$ cat src/hdl/mau_pkg.sv
package mau_pkg;

  localparam int COEF_WIDTH = 16;
  localparam int EXP_WIDTH  = 8;
  localparam int DATA_WIDTH = 32;

  // Exponent of a result carries one extra bit for sums and differences.
  localparam int EXPR_WIDTH = EXP_WIDTH + 1;
  // Magnitude of a coefficient: one bit more, so that the most negative value fits.
  localparam int MAG_WIDTH  = COEF_WIDTH + 1;
  localparam int NUM_EXT_WIDTH = (MAG_WIDTH > DATA_WIDTH) ? MAG_WIDTH : DATA_WIDTH;
  localparam int SHIFT_WIDTH   = $clog2(MAG_WIDTH);
  localparam int DIV_CNT_WIDTH = $clog2(MAG_WIDTH + 1);
  localparam int POW_CNT_WIDTH = EXP_WIDTH - 1;

  typedef enum logic [1:0] {
    OP_PRODUCT  = 2'd0,
    OP_QUOTIENT = 2'd1,
    OP_DERIV    = 2'd2,
    OP_EVAL     = 2'd3
  } op_t;

  typedef struct packed {
    logic load;
    logic prep;
    logic pow_step;
    logic pow_finish;
    logic gcd_step;
    logic gcd_finish;
    logic div_step;
    logic div_a_finish;
    logic div_b_finish;
    logic publish;
  } mau_cmd_t;

  typedef struct packed {
    op_t  op;
    logic cb_zero;
    logic xv_zero;
    logic pow_done;
    logic gcd_done;
    logic div_done;
  } mau_stat_t;

endpackage

$ cat src/hdl/mau_if.sv
interface mau_in_if import mau_pkg::*; ();
  logic                         valid;
  logic                         ready;
  op_t                          op;
  logic signed [COEF_WIDTH-1:0] coef_a;
  logic signed [EXP_WIDTH-1:0]  exp_a;
  logic signed [COEF_WIDTH-1:0] coef_b;
  logic signed [EXP_WIDTH-1:0]  exp_b;
  logic signed [DATA_WIDTH-1:0] x_value;

  modport source (output valid, op, coef_a, exp_a, coef_b, exp_b, x_value, input ready);
  modport sink   (input valid, op, coef_a, exp_a, coef_b, exp_b, x_value, output ready);
endinterface

interface mau_out_if import mau_pkg::*; ();
  logic                         valid;
  logic                         ready;
  logic signed [DATA_WIDTH-1:0] numerator;
  logic signed [COEF_WIDTH-1:0] denominator;
  logic signed [EXPR_WIDTH-1:0] exponent;
  logic                         status;

  modport source (output valid, numerator, denominator, exponent, status, input ready);
  modport sink   (input valid, numerator, denominator, exponent, status, output ready);
endinterface

$ cat src/hdl/mau_ctrl.sv
module mau_ctrl import mau_pkg::*; (
  input  logic      clk,
  input  logic      rst_n,
  input  logic      in_valid,
  output logic      in_ready,
  output logic      out_valid,
  input  logic      out_ready,
  input  mau_stat_t stat,
  output mau_cmd_t  cmd
);

  typedef enum logic [2:0] {
    S_IDLE,
    S_PREP,
    S_POW,
    S_GCD,
    S_DIV_A,
    S_DIV_B,
    S_DONE
  } state_t;

  state_t state_r, state_nxt;
  logic   out_valid_r, out_valid_nxt;

  assign in_ready  = (state_r == S_IDLE);
  assign out_valid = out_valid_r;

  always_comb begin
    state_nxt = state_r;
    cmd       = '0;
    case (state_r)
      S_IDLE: begin
        if (in_valid) begin
          cmd.load  = 1'b1;
          state_nxt = S_PREP;
        end
      end
      S_PREP: begin
        cmd.prep = 1'b1;
        case (stat.op)
          OP_QUOTIENT: state_nxt = stat.cb_zero ? S_DONE : S_GCD;
          OP_EVAL:     state_nxt = stat.xv_zero ? S_DONE : S_POW;
          default:     state_nxt = S_DONE;
        endcase
      end
      S_POW: begin
        if (stat.pow_done) begin
          cmd.pow_finish = 1'b1;
          state_nxt      = S_DONE;
        end else begin
          cmd.pow_step = 1'b1;
        end
      end
      S_GCD: begin
        if (stat.gcd_done) begin
          cmd.gcd_finish = 1'b1;
          state_nxt      = S_DIV_A;
        end else begin
          cmd.gcd_step = 1'b1;
        end
      end
      S_DIV_A: begin
        if (stat.div_done) begin
          cmd.div_a_finish = 1'b1;
          state_nxt        = S_DIV_B;
        end else begin
          cmd.div_step = 1'b1;
        end
      end
      S_DIV_B: begin
        if (stat.div_done) begin
          cmd.div_b_finish = 1'b1;
          state_nxt        = S_DONE;
        end else begin
          cmd.div_step = 1'b1;
        end
      end
      S_DONE: begin
        // The result moves to the output register once the previous one has gone.
        if (!out_valid_r || out_ready) begin
          cmd.publish = 1'b1;
          state_nxt   = S_IDLE;
        end
      end
      default: state_nxt = S_IDLE;
    endcase
  end

  always_comb begin
    out_valid_nxt = out_valid_r;
    if (cmd.publish) begin
      out_valid_nxt = 1'b1;
    end else if (out_ready) begin
      out_valid_nxt = 1'b0;
    end
  end

  always_ff @(posedge clk) begin
    if (!rst_n) begin
      state_r     <= S_IDLE;
      out_valid_r <= 1'b0;
    end else begin
      state_r     <= state_nxt;
      out_valid_r <= out_valid_nxt;
    end
  end

endmodule

$ cat src/hdl/mau_dp.sv
module mau_dp import mau_pkg::*; (
  input  logic                         clk,
  input  mau_cmd_t                     cmd,
  output mau_stat_t                    stat,
  input  op_t                          op,
  input  logic signed [COEF_WIDTH-1:0] coef_a,
  input  logic signed [EXP_WIDTH-1:0]  exp_a,
  input  logic signed [COEF_WIDTH-1:0] coef_b,
  input  logic signed [EXP_WIDTH-1:0]  exp_b,
  input  logic signed [DATA_WIDTH-1:0] x_value,
  output logic signed [DATA_WIDTH-1:0] numerator,
  output logic signed [COEF_WIDTH-1:0] denominator,
  output logic signed [EXPR_WIDTH-1:0] exponent,
  output logic                         status
);

  // Operand registers
  op_t                          op_r;
  logic signed [COEF_WIDTH-1:0] ca_r, cb_r;
  logic signed [EXP_WIDTH-1:0]  ea_r, eb_r;
  logic signed [DATA_WIDTH-1:0] xv_r;

  // Working registers
  logic [DATA_WIDTH-1:0]    acc_r;
  logic [POW_CNT_WIDTH-1:0] pow_cnt_r;
  logic [MAG_WIDTH-1:0]     u_r, v_r, g_r;
  logic [SHIFT_WIDTH-1:0]   k_r;
  logic [MAG_WIDTH-1:0]     rem_r, dq_r;
  logic [DIV_CNT_WIDTH-1:0] div_cnt_r;

  // Pending result and output register
  logic signed [DATA_WIDTH-1:0] res_num_r, out_num_r;
  logic signed [COEF_WIDTH-1:0] res_den_r, out_den_r;
  logic signed [EXPR_WIDTH-1:0] res_exp_r, out_exp_r;
  logic                         res_st_r, out_st_r;

  logic signed [DATA_WIDTH-1:0] ca_ext32, cb_ext32, ea_ext32;
  logic [MAG_WIDTH-1:0]         ca_ext, cb_ext, ca_mag, cb_mag;
  logic                         ca_zero, cb_zero;
  logic [DATA_WIDTH-1:0]        mul_a, mul_b;
  logic [2*DATA_WIDTH-1:0]      mul_full;
  logic [DATA_WIDTH-1:0]        mul_lo;
  logic [MAG_WIDTH:0]           trial;
  logic                         trial_ge;
  logic [NUM_EXT_WIDTH-1:0]     quo_ext, quo_signed;
  logic [MAG_WIDTH-1:0]         quo_neg;
  logic signed [EXPR_WIDTH-1:0] prep_exp;
  logic                         prep_st;
  logic [MAG_WIDTH-1:0]         diff_uv, diff_vu;

  assign ca_ext32 = DATA_WIDTH'(ca_r);
  assign cb_ext32 = DATA_WIDTH'(cb_r);
  assign ea_ext32 = DATA_WIDTH'(ea_r);
  assign ca_ext   = MAG_WIDTH'(ca_r);
  assign cb_ext   = MAG_WIDTH'(cb_r);
  assign ca_mag   = ca_r[COEF_WIDTH-1] ? (MAG_WIDTH'(0) - ca_ext) : ca_ext;
  assign cb_mag   = cb_r[COEF_WIDTH-1] ? (MAG_WIDTH'(0) - cb_ext) : cb_ext;
  assign ca_zero  = (ca_r == '0);
  assign cb_zero  = (cb_r == '0);

  // One shared multiplier; only the low word of the product is kept.
  always_comb begin
    mul_a = acc_r;
    mul_b = xv_r;
    if (cmd.prep) begin
      mul_a = ca_ext32;
      mul_b = (op_r == OP_PRODUCT) ? cb_ext32 : ea_ext32;
    end else if (cmd.pow_finish) begin
      mul_b = ca_ext32;
    end
  end

  assign mul_full = (2*DATA_WIDTH)'(mul_a) * (2*DATA_WIDTH)'(mul_b);
  assign mul_lo   = mul_full[DATA_WIDTH-1:0];

  always_comb begin
    case (op_r)
      OP_PRODUCT:  prep_exp = EXPR_WIDTH'(ea_r) + EXPR_WIDTH'(eb_r);
      OP_QUOTIENT: prep_exp = EXPR_WIDTH'(ea_r) - EXPR_WIDTH'(eb_r);
      OP_DERIV:    prep_exp = EXPR_WIDTH'(ea_r) - EXPR_WIDTH'(1);
      default:     prep_exp = '0;
    endcase
  end

  assign prep_st = ca_zero || ((op_r == OP_PRODUCT || op_r == OP_QUOTIENT) && cb_zero);

  // Restoring division, one quotient bit per cycle.
  assign trial    = {rem_r, dq_r[MAG_WIDTH-1]};
  assign trial_ge = (trial >= {1'b0, g_r});

  // The divider's quotient, signed as the matching coefficient.
  assign quo_neg    = MAG_WIDTH'(0) - dq_r;
  assign quo_ext    = NUM_EXT_WIDTH'(dq_r);
  assign quo_signed = NUM_EXT_WIDTH'(0) - quo_ext;

  assign diff_uv = u_r - v_r;
  assign diff_vu = v_r - u_r;

  always_ff @(posedge clk) begin
    if (cmd.load) begin
      op_r <= op;
      ca_r <= coef_a;
      ea_r <= exp_a;
      cb_r <= coef_b;
      eb_r <= exp_b;
      xv_r <= x_value;
    end

    if (cmd.prep) begin
      res_exp_r <= prep_exp;
      res_st_r  <= prep_st;
      res_den_r <= (op_r == OP_QUOTIENT && cb_zero) ? '0 : COEF_WIDTH'(1);
      res_num_r <= (op_r == OP_PRODUCT || op_r == OP_DERIV) ? mul_lo : '0;
      acc_r     <= DATA_WIDTH'(1);
      pow_cnt_r <= ea_r[EXP_WIDTH-1] ? '0 : ea_r[EXP_WIDTH-2:0];
      u_r       <= ca_mag;
      v_r       <= cb_mag;
      k_r       <= '0;
    end

    if (cmd.pow_step) begin
      acc_r     <= mul_lo;
      pow_cnt_r <= pow_cnt_r - 1'b1;
    end

    if (cmd.pow_finish) begin
      res_num_r <= mul_lo;
    end

    // Binary GCD: strip common factors of two, then subtract odd from odd.
    if (cmd.gcd_step) begin
      if (!u_r[0] && !v_r[0]) begin
        u_r <= u_r >> 1;
        v_r <= v_r >> 1;
        k_r <= k_r + 1'b1;
      end else if (!u_r[0]) begin
        u_r <= u_r >> 1;
      end else if (!v_r[0]) begin
        v_r <= v_r >> 1;
      end else if (u_r >= v_r) begin
        u_r <= diff_uv >> 1;
      end else begin
        v_r <= diff_vu >> 1;
      end
    end

    if (cmd.gcd_finish) begin
      g_r       <= (u_r | v_r) << k_r;
      rem_r     <= '0;
      dq_r      <= ca_mag;
      div_cnt_r <= DIV_CNT_WIDTH'(MAG_WIDTH);
    end

    if (cmd.div_step) begin
      rem_r     <= trial_ge ? MAG_WIDTH'(trial - {1'b0, g_r}) : trial[MAG_WIDTH-1:0];
      dq_r      <= {dq_r[MAG_WIDTH-2:0], trial_ge};
      div_cnt_r <= div_cnt_r - 1'b1;
    end

    if (cmd.div_a_finish) begin
      res_num_r <= ca_r[COEF_WIDTH-1] ? quo_signed[DATA_WIDTH-1:0] : quo_ext[DATA_WIDTH-1:0];
      rem_r     <= '0;
      dq_r      <= cb_mag;
      div_cnt_r <= DIV_CNT_WIDTH'(MAG_WIDTH);
    end

    if (cmd.div_b_finish) begin
      res_den_r <= cb_r[COEF_WIDTH-1] ? quo_neg[COEF_WIDTH-1:0] : dq_r[COEF_WIDTH-1:0];
    end

    if (cmd.publish) begin
      out_num_r <= res_num_r;
      out_den_r <= res_den_r;
      out_exp_r <= res_exp_r;
      out_st_r  <= res_st_r;
    end
  end

  assign stat.op       = op_r;
  assign stat.cb_zero  = cb_zero;
  assign stat.xv_zero  = (xv_r == '0);
  assign stat.pow_done = (pow_cnt_r == '0);
  assign stat.gcd_done = (u_r == '0) || (v_r == '0);
  assign stat.div_done = (div_cnt_r == '0);

  assign numerator   = out_num_r;
  assign denominator = out_den_r;
  assign exponent    = out_exp_r;
  assign status      = out_st_r;

endmodule

$ cat src/hdl/monomial_arith_unit.sv
// Product, derivative, quotient by zero and evaluate at zero pass from S_PREP straight to
// S_DONE; evaluate makes one pass through the shared 32x32 multiplier per power of x and one
// more for the coefficient; quotient runs the binary GCD loop and then the bit-serial divider,
// once for each coefficient.
// Throughput: one transaction at a time; the next is accepted while a result waits.
// Reset: synchronous, active low; clears the controller and the output valid flag.
module monomial_arith_unit import mau_pkg::*; (
  input  logic clk,
  input  logic rst_n,
  mau_in_if.sink    in_ch,
  mau_out_if.source out_ch
);

  mau_cmd_t  cmd;
  mau_stat_t stat;

  mau_ctrl u_ctrl (
    .clk       (clk),
    .rst_n     (rst_n),
    .in_valid  (in_ch.valid),
    .in_ready  (in_ch.ready),
    .out_valid (out_ch.valid),
    .out_ready (out_ch.ready),
    .stat      (stat),
    .cmd       (cmd)
  );

  mau_dp u_dp (
    .clk         (clk),
    .cmd         (cmd),
    .stat        (stat),
    .op          (in_ch.op),
    .coef_a      (in_ch.coef_a),
    .exp_a       (in_ch.exp_a),
    .coef_b      (in_ch.coef_b),
    .exp_b       (in_ch.exp_b),
    .x_value     (in_ch.x_value),
    .numerator   (out_ch.numerator),
    .denominator (out_ch.denominator),
    .exponent    (out_ch.exponent),
    .status      (out_ch.status)
  );

endmodule

$ cat src/flat_wrapper.sv
// flat-port wrapper written by rule: the top's interface ports become plain ports
module monomial_arith_unit_flat import mau_pkg::*;
  (clk, rst_n, in_ch_valid, in_ch_op, in_ch_coef_a, in_ch_exp_a, in_ch_coef_b, in_ch_exp_b, in_ch_x_value, in_ch_ready, out_ch_valid, out_ch_numerator, out_ch_denominator, out_ch_exponent, out_ch_status, out_ch_ready);
  mau_in_if in_ch_i ();
  mau_out_if out_ch_i ();
  input  logic clk;
  input  logic rst_n;
  input wire logic [$bits(in_ch_i.valid)-1:0] in_ch_valid;
  input wire logic [$bits(in_ch_i.op)-1:0] in_ch_op;
  input wire logic [$bits(in_ch_i.coef_a)-1:0] in_ch_coef_a;
  input wire logic [$bits(in_ch_i.exp_a)-1:0] in_ch_exp_a;
  input wire logic [$bits(in_ch_i.coef_b)-1:0] in_ch_coef_b;
  input wire logic [$bits(in_ch_i.exp_b)-1:0] in_ch_exp_b;
  input wire logic [$bits(in_ch_i.x_value)-1:0] in_ch_x_value;
  output wire logic [$bits(in_ch_i.ready)-1:0] in_ch_ready;
  output wire logic [$bits(out_ch_i.valid)-1:0] out_ch_valid;
  output wire logic [$bits(out_ch_i.numerator)-1:0] out_ch_numerator;
  output wire logic [$bits(out_ch_i.denominator)-1:0] out_ch_denominator;
  output wire logic [$bits(out_ch_i.exponent)-1:0] out_ch_exponent;
  output wire logic [$bits(out_ch_i.status)-1:0] out_ch_status;
  input wire logic [$bits(out_ch_i.ready)-1:0] out_ch_ready;
  assign in_ch_i.valid = in_ch_valid;
  assign in_ch_i.op = in_ch_op;
  assign in_ch_i.coef_a = in_ch_coef_a;
  assign in_ch_i.exp_a = in_ch_exp_a;
  assign in_ch_i.coef_b = in_ch_coef_b;
  assign in_ch_i.exp_b = in_ch_exp_b;
  assign in_ch_i.x_value = in_ch_x_value;
  assign in_ch_ready = in_ch_i.ready;
  assign out_ch_valid = out_ch_i.valid;
  assign out_ch_numerator = out_ch_i.numerator;
  assign out_ch_denominator = out_ch_i.denominator;
  assign out_ch_exponent = out_ch_i.exponent;
  assign out_ch_status = out_ch_i.status;
  assign out_ch_i.ready = out_ch_ready;
  monomial_arith_unit u_core (.clk(clk), .rst_n(rst_n), .in_ch(in_ch_i), .out_ch(out_ch_i));
endmodule
$ cat config.mk
export PLATFORM = sky130hd
export DESIGN_NAME = monomial_arith_unit_flat
export DESIGN_NICKNAME = d
export VERILOG_FILES = /design/src/hdl/mau_pkg.sv /design/src/hdl/mau_if.sv /design/src/hdl/mau_ctrl.sv /design/src/hdl/mau_dp.sv /design/src/hdl/monomial_arith_unit.sv /design/src/flat_wrapper.sv
export SDC_FILE = /design/constraint.sdc
export NUM_CORES = 2
export LEC_CHECK = 0
export BUFFER_PORTS_ARGS = -buffer_cell sky130_fd_sc_hd__buf_2
export CAP_MARGIN = 0
export CORE_MARGIN = 1
export CORE_UTILIZATION = 63
export CTS_CLUSTER_DIAMETER = 50
export DETAILED_ROUTE_END_ITERATION = 6
export PLACE_DENSITY = 0.87
export SLEW_MARGIN = 20
export SYNTH_ARGS = -nofsm -noshare
export SYNTH_HDL_FRONTEND = slang
export SYNTH_SLANG_ARGS = --single-unit
export TNS_END_PERCENT = 20
$ cat constraint.sdc
create_clock -name clk -period 25 [get_ports clk]
set_input_delay 2.5 -clock clk [delete_from_list [all_inputs] [get_ports clk]]
set_output_delay 2.5 -clock clk [all_outputs]
set_load 0.02 [all_outputs]
==> impl_results.md <==
- Status: finished with violations
- Violated checks: DRC
- Crit path DAT: 10.46 ns
- Worst R2R End: u_core.u_dp.res_num_r[31]
- Final Util: 69.24%
- Post-CTS Hold Buffers: 0
- Most used routing layer in global routing: met2
- Final period util: 40.55%
- CP Class: flip-flop to flip-flop
- Final Hold Viols: 0
- Global route overflow: 0
- Post-Route WL: 100.9 mm
- DRC: 1
- Die H: 234.5 um
- Root Driver: clkbuf_16
- Core outline area: 52970 um2
- Antenna Nets Post-Route: 0
- Synth area leaders: fa_1 (24%), edfxtp_1 (24%), ha_1 (7.7%), inv_1 (5.6%), nor2_1 (5.4%)
- Via count: 27900
- CP Capture Type: flip-flop
- GR Util met3: 13.91%
- Clock transition at path regs: 0.06 ns
- Crit path time final: 10.14 ns
- Clock buffer count from CTS: 40
- IO buf count: 145
- Distinct cell type count after synthesis: 93
- Top cells by instance count after synthesis: inv_1 (509), nor2_1 (488), nand2_1 (413)
- Setup slack on the worst flop-to-flop path: 14.86 ns
- Critical path's slowest cell: a221o_1
- Top cell by count, worst path: fa_1
- Slew margin rel.: 18.02%
- Net Count, Synth: 4314
- Routed wire per std cell: 22.97 um
- Main synth FF type: edfxtp_1
- Max-cap violation count: 0
- CTS resizes: 0
- RSZ-0062 raised after global routing: false
- Worst Hold Slack: 0.4175 ns
- Die Area: 54980 um2
- Min-delay src: u_core.u_dp.res_exp_r[2]
- Critical Path RT: 25.32 ns
- Hold Path Class: flip-flop to flip-flop
- Hpwl dp: 76.68 mm
- Register area share after synthesis: 27.72%
- Worst R2R Path Depth: 28
- Initial Utilization: 64.28%
- GPL Wtd Cong: 1.016
- Crit Path Max Fanout: 50
- R2r startpoint: u_core.u_ctrl.state_r[0]
- Hold Crit Endpoint: u_core.u_dp.exponent[2]
- Nets: 4381
- Synth async-reset ratio: 0%
- Initial DRC Count: 3367
- Startpoint Class: flip-flop
- Worst skew pair latency: 0.58 ns
- Die Width: 234.5 um
- Final Max Slew Viols: 0
- Number of synthesized flops with an enable pin: 271
- CTS tree: built
- Seq cells post-synth: 336
- Clk sinks: 336
- Placement row count: 84
- GR Util met2: 54.00%
- Setup TNS: 0 ns
- Area Overhead vs Synth: 7.713%
- Setup Viol. Count Final: 0
- Share of cells above drive strength 1: 8.831%
- Postcts setup bufs: 0
- Max Freq: 0.09864 GHz
- H-tree depth: 2
- Avg Cell Area, Syn: 9.443 um2
- Post-synthesis cell count: 3606
- First-pass GRT wire length: 154.4 mm
- Top Ports: 146
- Largest net degree at the start of global routing: 83
- Worst Tran Pin Value: 1.206 ns
- Max incr delay on CP: 0.75 ns
- Cell Area, Synth: 34050 um2
- Most frequent cell after synthesis: inv_1
- Skew final: 0.01890 ns
- Vias in the first global route: 27420
- Initial DRT Pass Iterations: 7
- Total Routing Usage GR: 37.50%
- Synth top area share: 24.22%
- Worst hold path cell count: 0
- Drt via density: 6.352
- Yosys warns: 0
- Antenna violations before repair: 1
- Clock Path Buffers: 3
- M1 GR Usage: 50.57%
- Synth area leader: fa_1
-- cell type report --
cell class / instances / area [um2]
diodes: 1 / 2.502
clock buffers: 48 / 1061
clock inverters: 24 / 252.7
fillers: 3940 / 16290
inverters: 511 / 1921
multi-input cells: 2598 / 22090
flip-flops and latches: 336 / 9439
well taps: 688 / 860.8
repair buffers: 186 / 1054
-- worst max-delay path by stage --
stage,startpoint,endpoint,depth (start not counted)
detailed placement,u_core.u_ctrl.state_r[0],u_core.u_dp.res_num_r[31],28
finish,u_core.u_ctrl.state_r[0],u_core.u_dp.res_num_r[31],28
floorplan,u_core.u_dp.pow_cnt_r[0],u_core.u_dp.res_num_r[31],34
global placement,u_core.u_ctrl.state_r[0],u_core.u_dp.res_num_r[31],27
CTS,u_core.u_ctrl.state_r[0],u_core.u_dp.res_num_r[31],27
global route,u_core.u_ctrl.state_r[0],u_core.u_dp.res_num_r[31],32
-- layer usage --
layer	up-vias	wire length [um]
met5	-	13
met4	2	5264
met3	436	16230
met2	2143	42460
met1	13360	36920
li1	11960	-
-- placed cells by master (no fill, tap or decap), types with 51 or more instances in the layout --
master and count:
ha_1 210, edfxtp_1 271, xnor2_1 106, mux2i_1 51
a21oi_1 138, dfxtp_1 65, xor2_1 80, nand2_1 413
fa_1 412, nor2_1 486, buf_2 145, o21ai_0 165
inv_1 509
-- registers in the layout, indices dropped and copies added (netlist names), 17 cells and up --
register,flops
u_core.u_dp.acc_r,32
u_core.u_dp.numerator,32
u_core.u_dp.res_num_r,32
u_core.u_dp.xv_r,32
u_core.u_dp.dq_r,17
u_core.u_dp.g_r,17
u_core.u_dp.rem_r,17
u_core.u_dp.u_r,17
u_core.u_dp.v_r,17
-- worst max-delay path: cells and delay by family (launching register included) --
kind	cells	cell delay (ns)
DFF	1	0.66
and+or+nand+nor	4	1.03
buffers and inverters	6	1.43
adders and majority gates	9	4.28
AOI/OAI and AO/OA	8	2.23
xor gates and xnor gates	1	0.17
-- through the flow --
stage | instance area [um2] | std cells | setup slack (ns)
final | 36680 | 4392 | 14.86
after global routing | 36680 | 4391 | 14.53
after CTS | 36630 | 4390 | 15.14
after detailed placement | 35320 | 4318 | 15.20
after global placement | 35310 | 4318 | 15.35
after floorplan | 34050 | 3606 | 16.58
-- cell families (layout without fill, tap and decap cells) --
kind of cell	after synthesis	count (layout)	synth area share (%)
AO/OA/AOI/OAI	592	592	11.18
XOR/XNOR	188	188	4.916
adder cells (fa/ha/maj)	622	622	31.94
buffers and inverters	672	769	7.698
flip-flops	336	336	27.72
multiplexers	72	72	2.477
other	0	1	0
AND/OR/NAND/NOR	1124	1124	14.07
Power is not shown: default switching activity piles up to over one toggle a cycle in this logic, so the estimate is an artifact.
